==> src/hdl/pph_pkg.sv <==
// Package for the PPG peak heart-rate block: field widths, register
// reset values, register indexes and the shared constants.
// No dependencies.
package pph_pkg;

   localparam int SAMPLE_W   = 18;
   localparam int COUNT_W    = 4;
   localparam int RATE_W     = 8;
   localparam int PERIOD_W   = 8;
   localparam int CSR_IDX_W  = 2;
   localparam int CSR_DATA_W = 18;

   // quotient register of the shared divider, sized for the rate numerator
   localparam int NUM_W = 16;

   localparam int WINDOW_MAX_DEF = 256;

   localparam logic [NUM_W-1:0]    RATE_NUMERATOR = NUM_W'(60000);
   localparam logic [SAMPLE_W-1:0] HEIGHT_RESET   = SAMPLE_W'(45000 * 5);
   localparam logic [COUNT_W-1:0]  PEAK_HARD_CAP  = COUNT_W'(15);
   localparam logic [COUNT_W-1:0]  PEAKS_RESET    = COUNT_W'(5);
   localparam logic [PERIOD_W-1:0] PERIOD_RESET   = PERIOD_W'(10);
   localparam logic [RATE_W-1:0]   RATE_MAX       = RATE_W'(255);

   localparam logic [CSR_IDX_W-1:0] CSR_HEIGHT_THR = 2'd0;
   localparam logic [CSR_IDX_W-1:0] CSR_MAX_PEAKS  = 2'd1;
   localparam logic [CSR_IDX_W-1:0] CSR_PERIOD     = 2'd2;

   typedef logic [SAMPLE_W-1:0]   sample_type;
   typedef logic [COUNT_W-1:0]    count_type;
   typedef logic [RATE_W-1:0]     rate_type;
   typedef logic [PERIOD_W-1:0]   period_type;
   typedef logic [CSR_IDX_W-1:0]  csr_idx_type;
   typedef logic [CSR_DATA_W-1:0] csr_data_type;

endpackage

==> src/hdl/pph_if.sv <==
// Valid/ready channel interfaces for the PPG peak heart-rate block:
// the sample channel and the result channel.
// Depends on pph_pkg.
interface pph_req_if;
   import pph_pkg::*;

   logic       valid;
   logic       ready;
   sample_type sample;
   logic       last_in_window;

   modport source (output valid, output sample, output last_in_window, input ready);
   modport sink   (input valid, input sample, input last_in_window, output ready);
endinterface

interface pph_rsp_if;
   import pph_pkg::*;

   logic      valid;
   logic      ready;
   rate_type  heart_rate;
   count_type peak_count;
   logic      rate_valid;

   modport source (output valid, output heart_rate, output peak_count,
                   output rate_valid, input ready);
   modport sink   (input valid, input heart_rate, input peak_count,
                   input rate_valid, output ready);
endinterface

==> src/hdl/ppg_peak_heart_rate.sv <==
// PPG peak detector and heart-rate estimator, top level.
// Depends on pph_pkg and the channel interfaces in pph_if.
//
// Usage:
//   req_ch carries one optical sample per beat; last_in_window marks the
//   final sample of a window. Peak tracking runs in the accept cycle, so a
//   sample that does not close a window is taken every cycle while no rate
//   computation is pending. The closing sample starts the rate computation
//   on one shared bit-serial restoring divider: first the mean peak
//   spacing, then spacing times sample period, then 60000 over that
//   product. The divisions are skipped when fewer than two peaks were
//   found, and the second one when the divisor is zero. req_ch.ready is
//   low until the result moves to the output register, so the next sample
//   waits for that.
//   The result sits in an output register: while rsp_ch stalls, samples of
//   the next window are still taken, and only the next computation waits.
//   csr_* writes the height threshold (0), max_peaks (1) and
//   sample_period_ms (2); write them only while the block is idle.
//   reset (synchronous) restores the register defaults, clears the window
//   state and drops any pending result.
module ppg_peak_heart_rate #(
   parameter int WINDOW_MAX = pph_pkg::WINDOW_MAX_DEF
) (
   input  logic                   clock,
   input  logic                   reset,
   pph_req_if.sink                req_ch,
   pph_rsp_if.source              rsp_ch,
   input  logic                   csr_we,
   input  pph_pkg::csr_idx_type   csr_index,
   input  pph_pkg::csr_data_type  csr_wdata
);
   import pph_pkg::*;

   localparam int IDX_W = $clog2(WINDOW_MAX);
   localparam int DEN_W = IDX_W + PERIOD_W;
   localparam int BIT_W = $clog2(NUM_W);
   localparam logic [IDX_W-1:0] IDX_LAST = IDX_W'(WINDOW_MAX - 1);
   localparam logic [BIT_W-1:0] BIT_LAST = BIT_W'(NUM_W - 1);

   localparam logic [2:0] ST_IDLE = 3'd0;
   localparam logic [2:0] ST_DIV1 = 3'd1;
   localparam logic [2:0] ST_MUL  = 3'd2;
   localparam logic [2:0] ST_DIV2 = 3'd3;
   localparam logic [2:0] ST_DONE = 3'd4;

   // configuration
   sample_type height_thr_ff;
   count_type  max_peaks_ff;
   period_type period_ff;

   // window state
   sample_type       prev_ff,   prev_in;
   logic [IDX_W-1:0] idx_ff,    idx_in;
   logic             plat_ff,   plat_in;
   sample_type       pval_ff,   pval_in;
   logic [IDX_W-1:0] pstart_ff, pstart_in;
   count_type        peaks_ff,  peaks_in;
   logic [IDX_W-1:0] first_ff,  first_in;
   logic [IDX_W-1:0] lastpk_ff, lastpk_in;

   // sequencer and divider
   logic [2:0]       state_ff, state_in;
   logic [BIT_W-1:0] bit_ff,   bit_in;
   logic [NUM_W-1:0] num_ff,   num_in;
   logic [DEN_W-1:0] rem_ff,   rem_in;
   logic [DEN_W-1:0] den_ff,   den_in;
   rate_type         res_rate_ff,  res_rate_in;
   logic             res_valid_ff, res_valid_in;
   count_type        res_count_ff, res_count_in;

   // output register
   logic      rsp_valid_ff, rsp_valid_in;
   rate_type  rsp_rate_ff,  rsp_rate_in;
   count_type rsp_count_ff, rsp_count_in;
   logic      rsp_ok_ff,    rsp_ok_in;

   logic       req_fire;
   sample_type s;
   logic       end_peak;
   logic       plat_keep;
   logic       start_peak;
   logic       log_ok;
   count_type  peaks_new;
   logic [IDX_W-1:0] first_new;
   logic [IDX_W-1:0] last_new;
   logic [DEN_W:0]   rem_shift;
   logic             q_bit;
   logic [DEN_W-1:0] product;
   logic             out_free;

   assign req_ch.ready = (state_ff == ST_IDLE);
   assign req_fire     = req_ch.valid && req_ch.ready;
   assign s            = req_ch.sample;

   assign rsp_ch.valid      = rsp_valid_ff;
   assign rsp_ch.heart_rate = rsp_rate_ff;
   assign rsp_ch.peak_count = rsp_count_ff;
   assign rsp_ch.rate_valid = rsp_ok_ff;
   assign out_free          = !rsp_valid_ff || rsp_ch.ready;

   always_ff @(posedge clock) begin
      if (reset) begin
         height_thr_ff <= HEIGHT_RESET;
         max_peaks_ff  <= PEAKS_RESET;
         period_ff     <= PERIOD_RESET;
      end else if (csr_we) begin
         unique case (csr_index)
            CSR_HEIGHT_THR: height_thr_ff <= csr_wdata[SAMPLE_W-1:0];
            CSR_MAX_PEAKS:  max_peaks_ff  <= csr_wdata[COUNT_W-1:0];
            CSR_PERIOD:     period_ff     <= csr_wdata[PERIOD_W-1:0];
            default: ;
         endcase
      end
   end

   // peak tracking for the sample on req_ch
   always_comb begin
      end_peak   = plat_ff && (s < pval_ff);
      plat_keep  = plat_ff && (s == pval_ff);
      start_peak = !plat_keep && !req_ch.last_in_window && (idx_ff != '0) &&
                   (idx_ff < IDX_LAST) && (s > height_thr_ff) && (s > prev_ff);
      log_ok     = end_peak && (peaks_ff < max_peaks_ff) && (peaks_ff != PEAK_HARD_CAP);
      peaks_new  = peaks_ff;
      first_new  = first_ff;
      last_new   = lastpk_ff;
      if (log_ok) begin
         if (peaks_ff == '0) begin
            first_new = pstart_ff;
         end
         last_new  = pstart_ff;
         peaks_new = peaks_ff + 1'b1;
      end

      prev_in   = prev_ff;
      idx_in    = idx_ff;
      plat_in   = plat_ff;
      pval_in   = pval_ff;
      pstart_in = pstart_ff;
      peaks_in  = peaks_ff;
      first_in  = first_ff;
      lastpk_in = lastpk_ff;
      if (req_fire) begin
         if (req_ch.last_in_window) begin
            // window closes: back to the reset state
            prev_in   = '0;
            idx_in    = '0;
            plat_in   = 1'b0;
            pval_in   = '0;
            pstart_in = '0;
            peaks_in  = '0;
            first_in  = '0;
            lastpk_in = '0;
         end else begin
            prev_in   = s;
            plat_in   = plat_keep || start_peak;
            if (start_peak) begin
               pval_in   = s;
               pstart_in = idx_ff;
            end
            peaks_in  = peaks_new;
            first_in  = first_new;
            lastpk_in = last_new;
            if (idx_ff < IDX_LAST) begin
               idx_in = idx_ff + 1'b1;
            end
         end
      end
   end

   // one restoring division step per cycle
   always_comb begin
      rem_shift = {rem_ff, num_ff[NUM_W-1]};
      q_bit     = (rem_shift >= {1'b0, den_ff});
      product   = DEN_W'(num_ff[IDX_W-1:0]) * DEN_W'(period_ff);
   end

   always_comb begin
      state_in     = state_ff;
      bit_in       = bit_ff;
      num_in       = num_ff;
      rem_in       = rem_ff;
      den_in       = den_ff;
      res_rate_in  = res_rate_ff;
      res_valid_in = res_valid_ff;
      res_count_in = res_count_ff;
      rsp_valid_in = rsp_valid_ff;
      rsp_rate_in  = rsp_rate_ff;
      rsp_count_in = rsp_count_ff;
      rsp_ok_in    = rsp_ok_ff;

      if (rsp_valid_ff && rsp_ch.ready) begin
         rsp_valid_in = 1'b0;
      end

      unique case (state_ff) inside
         ST_IDLE: begin
            if (req_fire && req_ch.last_in_window) begin
               res_count_in = peaks_new;
               res_rate_in  = '0;
               res_valid_in = 1'b0;
               bit_in       = '0;
               rem_in       = '0;
               num_in       = NUM_W'(last_new - first_new);
               den_in       = DEN_W'(peaks_new - 1'b1);
               state_in     = (peaks_new < COUNT_W'(2)) ? ST_DONE : ST_DIV1;
            end
         end
         ST_DIV1, ST_DIV2: begin
            // remainder stays below the divisor, so the top bit drops
            rem_in = q_bit ? DEN_W'(rem_shift - {1'b0, den_ff}) : rem_shift[DEN_W-1:0];
            num_in = {num_ff[NUM_W-2:0], q_bit};
            bit_in = bit_ff + 1'b1;
            if (bit_ff == BIT_LAST) begin
               state_in = (state_ff == ST_DIV1) ? ST_MUL : ST_DONE;
               if (state_ff == ST_DIV2) begin
                  res_valid_in = 1'b1;
                  res_rate_in  = (num_in > NUM_W'(RATE_MAX)) ? RATE_MAX
                                                              : num_in[RATE_W-1:0];
               end
            end
         end
         ST_MUL: begin
            // spacing quotient sits in num_ff
            den_in   = product;
            rem_in   = '0;
            bit_in   = '0;
            num_in   = RATE_NUMERATOR;
            state_in = (product == '0) ? ST_DONE : ST_DIV2;
         end
         ST_DONE: begin
            if (out_free) begin
               rsp_valid_in = 1'b1;
               rsp_rate_in  = res_rate_ff;
               rsp_count_in = res_count_ff;
               rsp_ok_in    = res_valid_ff;
               state_in     = ST_IDLE;
            end
         end
         default: state_in = ST_IDLE;
      endcase
   end

   always_ff @(posedge clock) begin
      if (reset) begin
         prev_ff      <= '0;
         idx_ff       <= '0;
         plat_ff      <= 1'b0;
         pval_ff      <= '0;
         pstart_ff    <= '0;
         peaks_ff     <= '0;
         first_ff     <= '0;
         lastpk_ff    <= '0;
         state_ff     <= ST_IDLE;
         bit_ff       <= '0;
         rsp_valid_ff <= 1'b0;
      end else begin
         prev_ff      <= prev_in;
         idx_ff       <= idx_in;
         plat_ff      <= plat_in;
         pval_ff      <= pval_in;
         pstart_ff    <= pstart_in;
         peaks_ff     <= peaks_in;
         first_ff     <= first_in;
         lastpk_ff    <= lastpk_in;
         state_ff     <= state_in;
         bit_ff       <= bit_in;
         rsp_valid_ff <= rsp_valid_in;
      end
   end

   always_ff @(posedge clock) begin
      num_ff       <= num_in;
      rem_ff       <= rem_in;
      den_ff       <= den_in;
      res_rate_ff  <= res_rate_in;
      res_valid_ff <= res_valid_in;
      res_count_ff <= res_count_in;
      rsp_rate_ff  <= rsp_rate_in;
      rsp_count_ff <= rsp_count_in;
      rsp_ok_ff    <= rsp_ok_in;
   end

   a_valid_needs_two: assert property (@(posedge clock) disable iff (reset)
      (rsp_valid_ff && rsp_ok_ff) |-> (rsp_count_ff >= COUNT_W'(2)))
      else $error("rate marked valid with fewer than two peaks");

   a_invalid_zero: assert property (@(posedge clock) disable iff (reset)
      (rsp_valid_ff && !rsp_ok_ff) |-> (rsp_rate_ff == '0))
      else $error("invalid rate is not zero");

   a_window_clear: assert property (@(posedge clock) disable iff (reset)
      (req_fire && req_ch.last_in_window) |=>
         (idx_ff == '0 && peaks_ff == '0 && !plat_ff))
      else $error("window state not cleared after closing sample");

   a_peak_order: assert property (@(posedge clock) disable iff (reset)
      (peaks_ff != '0) |-> (lastpk_ff >= first_ff))
      else $error("last peak index below first peak index");

endmodule

==> src/flat_wrapper.sv <==
// flat-port wrapper written by rule: the top's interface ports become plain ports
module ppg_peak_heart_rate_flat import pph_pkg::*;
#(
   parameter int WINDOW_MAX = pph_pkg::WINDOW_MAX_DEF
)
  (clock, reset, csr_we, csr_index, csr_wdata, req_ch_valid, req_ch_sample, req_ch_last_in_window, req_ch_ready, rsp_ch_valid, rsp_ch_heart_rate, rsp_ch_peak_count, rsp_ch_rate_valid, rsp_ch_ready);
  pph_req_if req_ch_i ();
  pph_rsp_if rsp_ch_i ();
  input  logic clock;
  input  logic reset;
  input  logic csr_we;
  input  pph_pkg::csr_idx_type csr_index;
  input  pph_pkg::csr_data_type csr_wdata;
  input wire logic [$bits(req_ch_i.valid)-1:0] req_ch_valid;
  input wire logic [$bits(req_ch_i.sample)-1:0] req_ch_sample;
  input wire logic [$bits(req_ch_i.last_in_window)-1:0] req_ch_last_in_window;
  output wire logic [$bits(req_ch_i.ready)-1:0] req_ch_ready;
  output wire logic [$bits(rsp_ch_i.valid)-1:0] rsp_ch_valid;
  output wire logic [$bits(rsp_ch_i.heart_rate)-1:0] rsp_ch_heart_rate;
  output wire logic [$bits(rsp_ch_i.peak_count)-1:0] rsp_ch_peak_count;
  output wire logic [$bits(rsp_ch_i.rate_valid)-1:0] rsp_ch_rate_valid;
  input wire logic [$bits(rsp_ch_i.ready)-1:0] rsp_ch_ready;
  assign req_ch_i.valid = req_ch_valid;
  assign req_ch_i.sample = req_ch_sample;
  assign req_ch_i.last_in_window = req_ch_last_in_window;
  assign req_ch_ready = req_ch_i.ready;
  assign rsp_ch_valid = rsp_ch_i.valid;
  assign rsp_ch_heart_rate = rsp_ch_i.heart_rate;
  assign rsp_ch_peak_count = rsp_ch_i.peak_count;
  assign rsp_ch_rate_valid = rsp_ch_i.rate_valid;
  assign rsp_ch_i.ready = rsp_ch_ready;
  ppg_peak_heart_rate #(.WINDOW_MAX(WINDOW_MAX)) u_core (.clock(clock), .reset(reset), .req_ch(req_ch_i), .rsp_ch(rsp_ch_i), .csr_we(csr_we), .csr_index(csr_index), .csr_wdata(csr_wdata));
endmodule
==> config.mk <==
export PLATFORM = sky130hd
export DESIGN_NAME = ppg_peak_heart_rate_flat
export DESIGN_NICKNAME = d
export VERILOG_FILES = /design/src/hdl/pph_pkg.sv /design/src/hdl/pph_if.sv /design/src/hdl/ppg_peak_heart_rate.sv /design/src/flat_wrapper.sv
export SDC_FILE = /design/constraint.sdc
export NUM_CORES = 1
export LEC_CHECK = 0
export ABC_CLOCK_PERIOD_IN_PS = 5700
export BUFFER_PORTS_ARGS = -buffer_cell sky130_fd_sc_hd__buf_2
export CORE_MARGIN = 4
export CORE_UTILIZATION = 60
export CTS_BUF_LIST = sky130_fd_sc_hd__clkbuf_8 sky130_fd_sc_hd__clkbuf_16
export DETAILED_ROUTE_END_ITERATION = 8
export PLACE_DENSITY_LB_ADDON = 0.12
export SLEW_MARGIN = 0
export SYNTH_ARGS = -nofsm -noshare
export SYNTH_HDL_FRONTEND = slang
export SYNTH_SLANG_ARGS = --single-unit
==> constraint.sdc <==
create_clock -name clock -period 5.7 [get_ports clock]
set_input_delay 0.285 -clock clock [delete_from_list [all_inputs] [get_ports clock]]
set_output_delay 0.285 -clock clock [all_outputs]
set_load 0.05 [all_outputs]
==> flow_metrics.env <==
export IMPL_whs_ns=0.0421
export IMPL_grt_max_degree=94
export IMPL_cts_sinks=185
export IMPL_die_area_sq_um=22700
export IMPL_synth_fp_nets=1548
export IMPL_synth_ff_type="dfxtp_1"
export IMPL_yosys_area_share_simple=0.180
export IMPL_finClkSkew_ns=0.00854
export IMPL_max_stage_delay_ns=0.56
export IMPL_hp_class="in -> reg"
export IMPL_layout_drive_gt1_share=0.0950
export IMPL_crit_path_start_kind="flip-flop"
export IMPL_crit_buf_inv=1
export IMPL_whs_path_depth=2
export IMPL_power_leakage_uw=0.00580
export IMPL_synth_xor_area_share=0.0286
export IMPL_areaGrowthSynthToFinish_pct=8.53
export IMPL_drc=0
export IMPL_cts_resized=0
export IMPL_drv_slew=0
export IMPL_grt_pass1_vias=9525
export IMPL_r2r_cells=14
export IMPL_ys_seq_area_frac=0.365
export IMPL_drt_wl_total_mm=28.2
export IMPL_rsz0062_at_grt="false"
export IMPL_path_delay_family="adder cells"
export IMPL_ys_async_sr_fraction=0
export IMPL_synth_yosys_warnings=0
export IMPL_synth_top_cell_by_area="dfxtp_1"
export IMPL_die_w_microns=151
export IMPL_max_vdd_ir_drop_mv=0.183
export IMPL_synth_adder_area_share=0.189
export IMPL_avgSynthCellArea_sq_um=9.08
export IMPL_synth_edf_count=74
export IMPL_syn_inst=1343
export IMPL_multi_input_area_sq_um=6950
export IMPL_hold_violations=0
export IMPL_place_congestion=0.888
export IMPL_yosysMostFrequentCell="nor2_1"
export IMPL_synth_cell_type_count=72
export IMPL_max_slew_margin=0.330
export IMPL_drtIter0Drc=509
export IMPL_worstSetupEndpointType="flip-flop"
export IMPL_clk_path_buf_depth=2
export IMPL_synth_top_area_frac=0.182
export IMPL_ant_nets=0
export IMPL_worst_path_most_repeated_cell="fa_1"
export IMPL_final_setup_viol_count=0
export IMPL_cts_hold_buf=0
export IMPL_seq_area_sq_um=4440
export IMPL_fin_crit_ns=5.11
export IMPL_critical_path_depth=14
export IMPL_grt_usage=0.259
export IMPL_cts_tree="built"
export IMPL_grt_pass1_wl_mm=46.3
export IMPL_synth_area_sq_um=12200
export IMPL_synthTopCellsByCount="nor2_1 (170), inv_1 (144), ha_1 (123)"
export IMPL_rrSetupSlack_ns=0.59
export IMPL_cts_setup_buffers=0
export IMPL_avgViaCountPerCell=5.82
export IMPL_grt_overflow=0
export IMPL_synth_compound_area_frac=0.133
export IMPL_num_io_pins=59
export IMPL_cpMaxStageDelayCell="fa_1"
export IMPL_antenna_found_initial=1
export IMPL_critPathRequiredTime_ns=6.01
export IMPL_vias=9572
export IMPL_tns_ns=0
export IMPL_fmax_ghz=0.196
export IMPL_synth_area_leaders="dfxtp_1 (18%), edfxtp_1 (18%), ha_1 (13%)"
export IMPL_critPathArrivalTime_ns=5.42
export IMPL_rows=51
export IMPL_tightest_slew_ns=1.00
export IMPL_num_nets_final=1571
export IMPL_p_per_area_nw_per_um2=232
export IMPL_cts_buffers=17
export IMPL_coreArea_sq_um=19700
export IMPL_fin_cells=1645
export IMPL_synth_top_family_by_area="adder cells"
export IMPL_avgRoutedWirePerCell_microns=17.1
export IMPL_crit_chain="nand2_1, fa_1, fa_1, fa_1, fa_1, inv_1, ha_1, or3_1, o2111a_1, a2111oi_2, xor2_1, nand4_1, nor4_2, o31ai_1"
export IMPL_dp_hpwl_mm=21.1
export IMPL_clock_latency_ns=0.44
export IMPL_root_buffer="clkbuf_16"
export IMPL_cts_max_level=4
export IMPL_dpl_cell_count=1612
export IMPL_synthMuxAreaShare=0.0387
export IMPL_dieHeight_microns=151
export IMPL_firstDrtPassIters=5
export IMPL_finalCritPeriodShare=0.896
export IMPL_critPathKind="reg -> reg"
export IMPL_path_clk_slew_ns=0.07
export IMPL_num_fill_cells=1662
export IMPL_synth_seq_cells=185
export IMPL_floorplan_initialDensity=0.618
export IMPL_status="completed"
export IMPL_max_cap_violations=0
export IMPL_port_buffers=58
export IMPL_crit_fanout=11
export IMPL_finalCoreUtilization=0.671
-- power by group --
group          internal [uW]  switching [uW]
logic                    174             288
clock network            626             546
registers               1410            26.5
total                   2210             860
-- final timing paths --
kind | from | endpoint
worst max-delay path | u_core.num_ff[0] | u_core.state_ff[1]
worst min-delay path | csr_wdata[9] | u_core.height_thr_ff[9]
worst max register to register | u_core.num_ff[0] | u_core.state_ff[1]
worst min register to register | u_core.res_rate_ff[7] | u_core.rsp_ch.heart_rate[7]
-- cells by family (layout without fill, tap and decap cells) --
family,Yosys count,count (layout)
and+or+nand+nor,455,455
AOI/OAI and AO/OA,246,246
buffers and inverters,211,247
DFF,185,185
adders and majority gates,161,161
muxes,46,46
xor gates and xnor gates,39,39
other,0,1
-- per-stage QoR --
stage               setup slack (ns)  total power [uW]  area, sq um
global route                   0.388              3200        13200
CTS                            0.608              3080        13200
floorplan                      0.950              1790        12200
global placement               0.817              1910        12700
finish                         0.592              3070        13200
detailed placement             0.616              1920        12700
-- registers in the layout, summed over array words and instances, names as in the netlist, 3 cells and up --
name                      cells
u_core.res_count_ff           4
u_core.den_ff                16
u_core.pval_ff               18
u_core.lastpk_ff              8
u_core.state_ff               3
u_core.idx_ff                 8
u_core.max_peaks_ff           4
u_core.period_ff              8
u_core.rsp_ch.heart_rate      8
u_core.bit_ff                 4
u_core.rem_ff                16
u_core.prev_ff               18
u_core.pstart_ff              8
u_core.rsp_ch.peak_count      4
u_core.height_thr_ff         18
u_core.res_rate_ff            8
u_core.peaks_ff               4
u_core.num_ff                16
u_core.first_ff               8
-- layout by cell type, fill, tap and decap left out, drive strengths merged, types with 8 or more instances in the layout --
master  instances
a211o          15
a211oi          8
a21o           21
a21oi          56
a22oi          19
a31oi          22
and2           37
and3            9
buf            70
clkbuf         18
dfxtp         111
edfxtp         74
fa             38
ha            123
inv           153
mux2            9
mux2i          37
nand2          95
nand3          30
nand4          25
nor2          170
nor2b          18
nor3           17
nor4           14
o21a            8
o21ai          48
o31ai          12
xnor2          17
xor2           22
-- worst reg2reg max path, delay by kind of cell, from the launching register on --
| kind | cells | cell delay (ns) |
|---|---|---|
| fa+ha+maj | 5 | 2.37 |
| simple gates | 4 | 0.95 |
| compound gates | 3 | 0.79 |
| flops | 1 | 0.55 |
| xor+xnor | 1 | 0.29 |
| buf+inv | 1 | 0.05 |
-- area by class of cell --
type / count / share of cell area
multi-input combinational: 947 / 0.525
sequential: 185 / 0.336
inverter: 145 / 0.0411
clock buffer: 18 / 0.0332
timing repair buffer: 70 / 0.0289
tap: 265 / 0.0251
clock inverter: 14 / 0.0102
antenna: 1 / 0.000189
-- per-layer routing --
layer  routed length, microns  GRT usage  up-vias  share of wire
li1                         -          -     4697              -
met1                    11800      0.314     4598           0.42
met2                    14400      0.460      219           0.51
met3                     1150     0.0449       56          0.041
met4                      801     0.0942        2          0.028
met5                       19          0        -        0.00067
(Power assumes the default switching activity.)
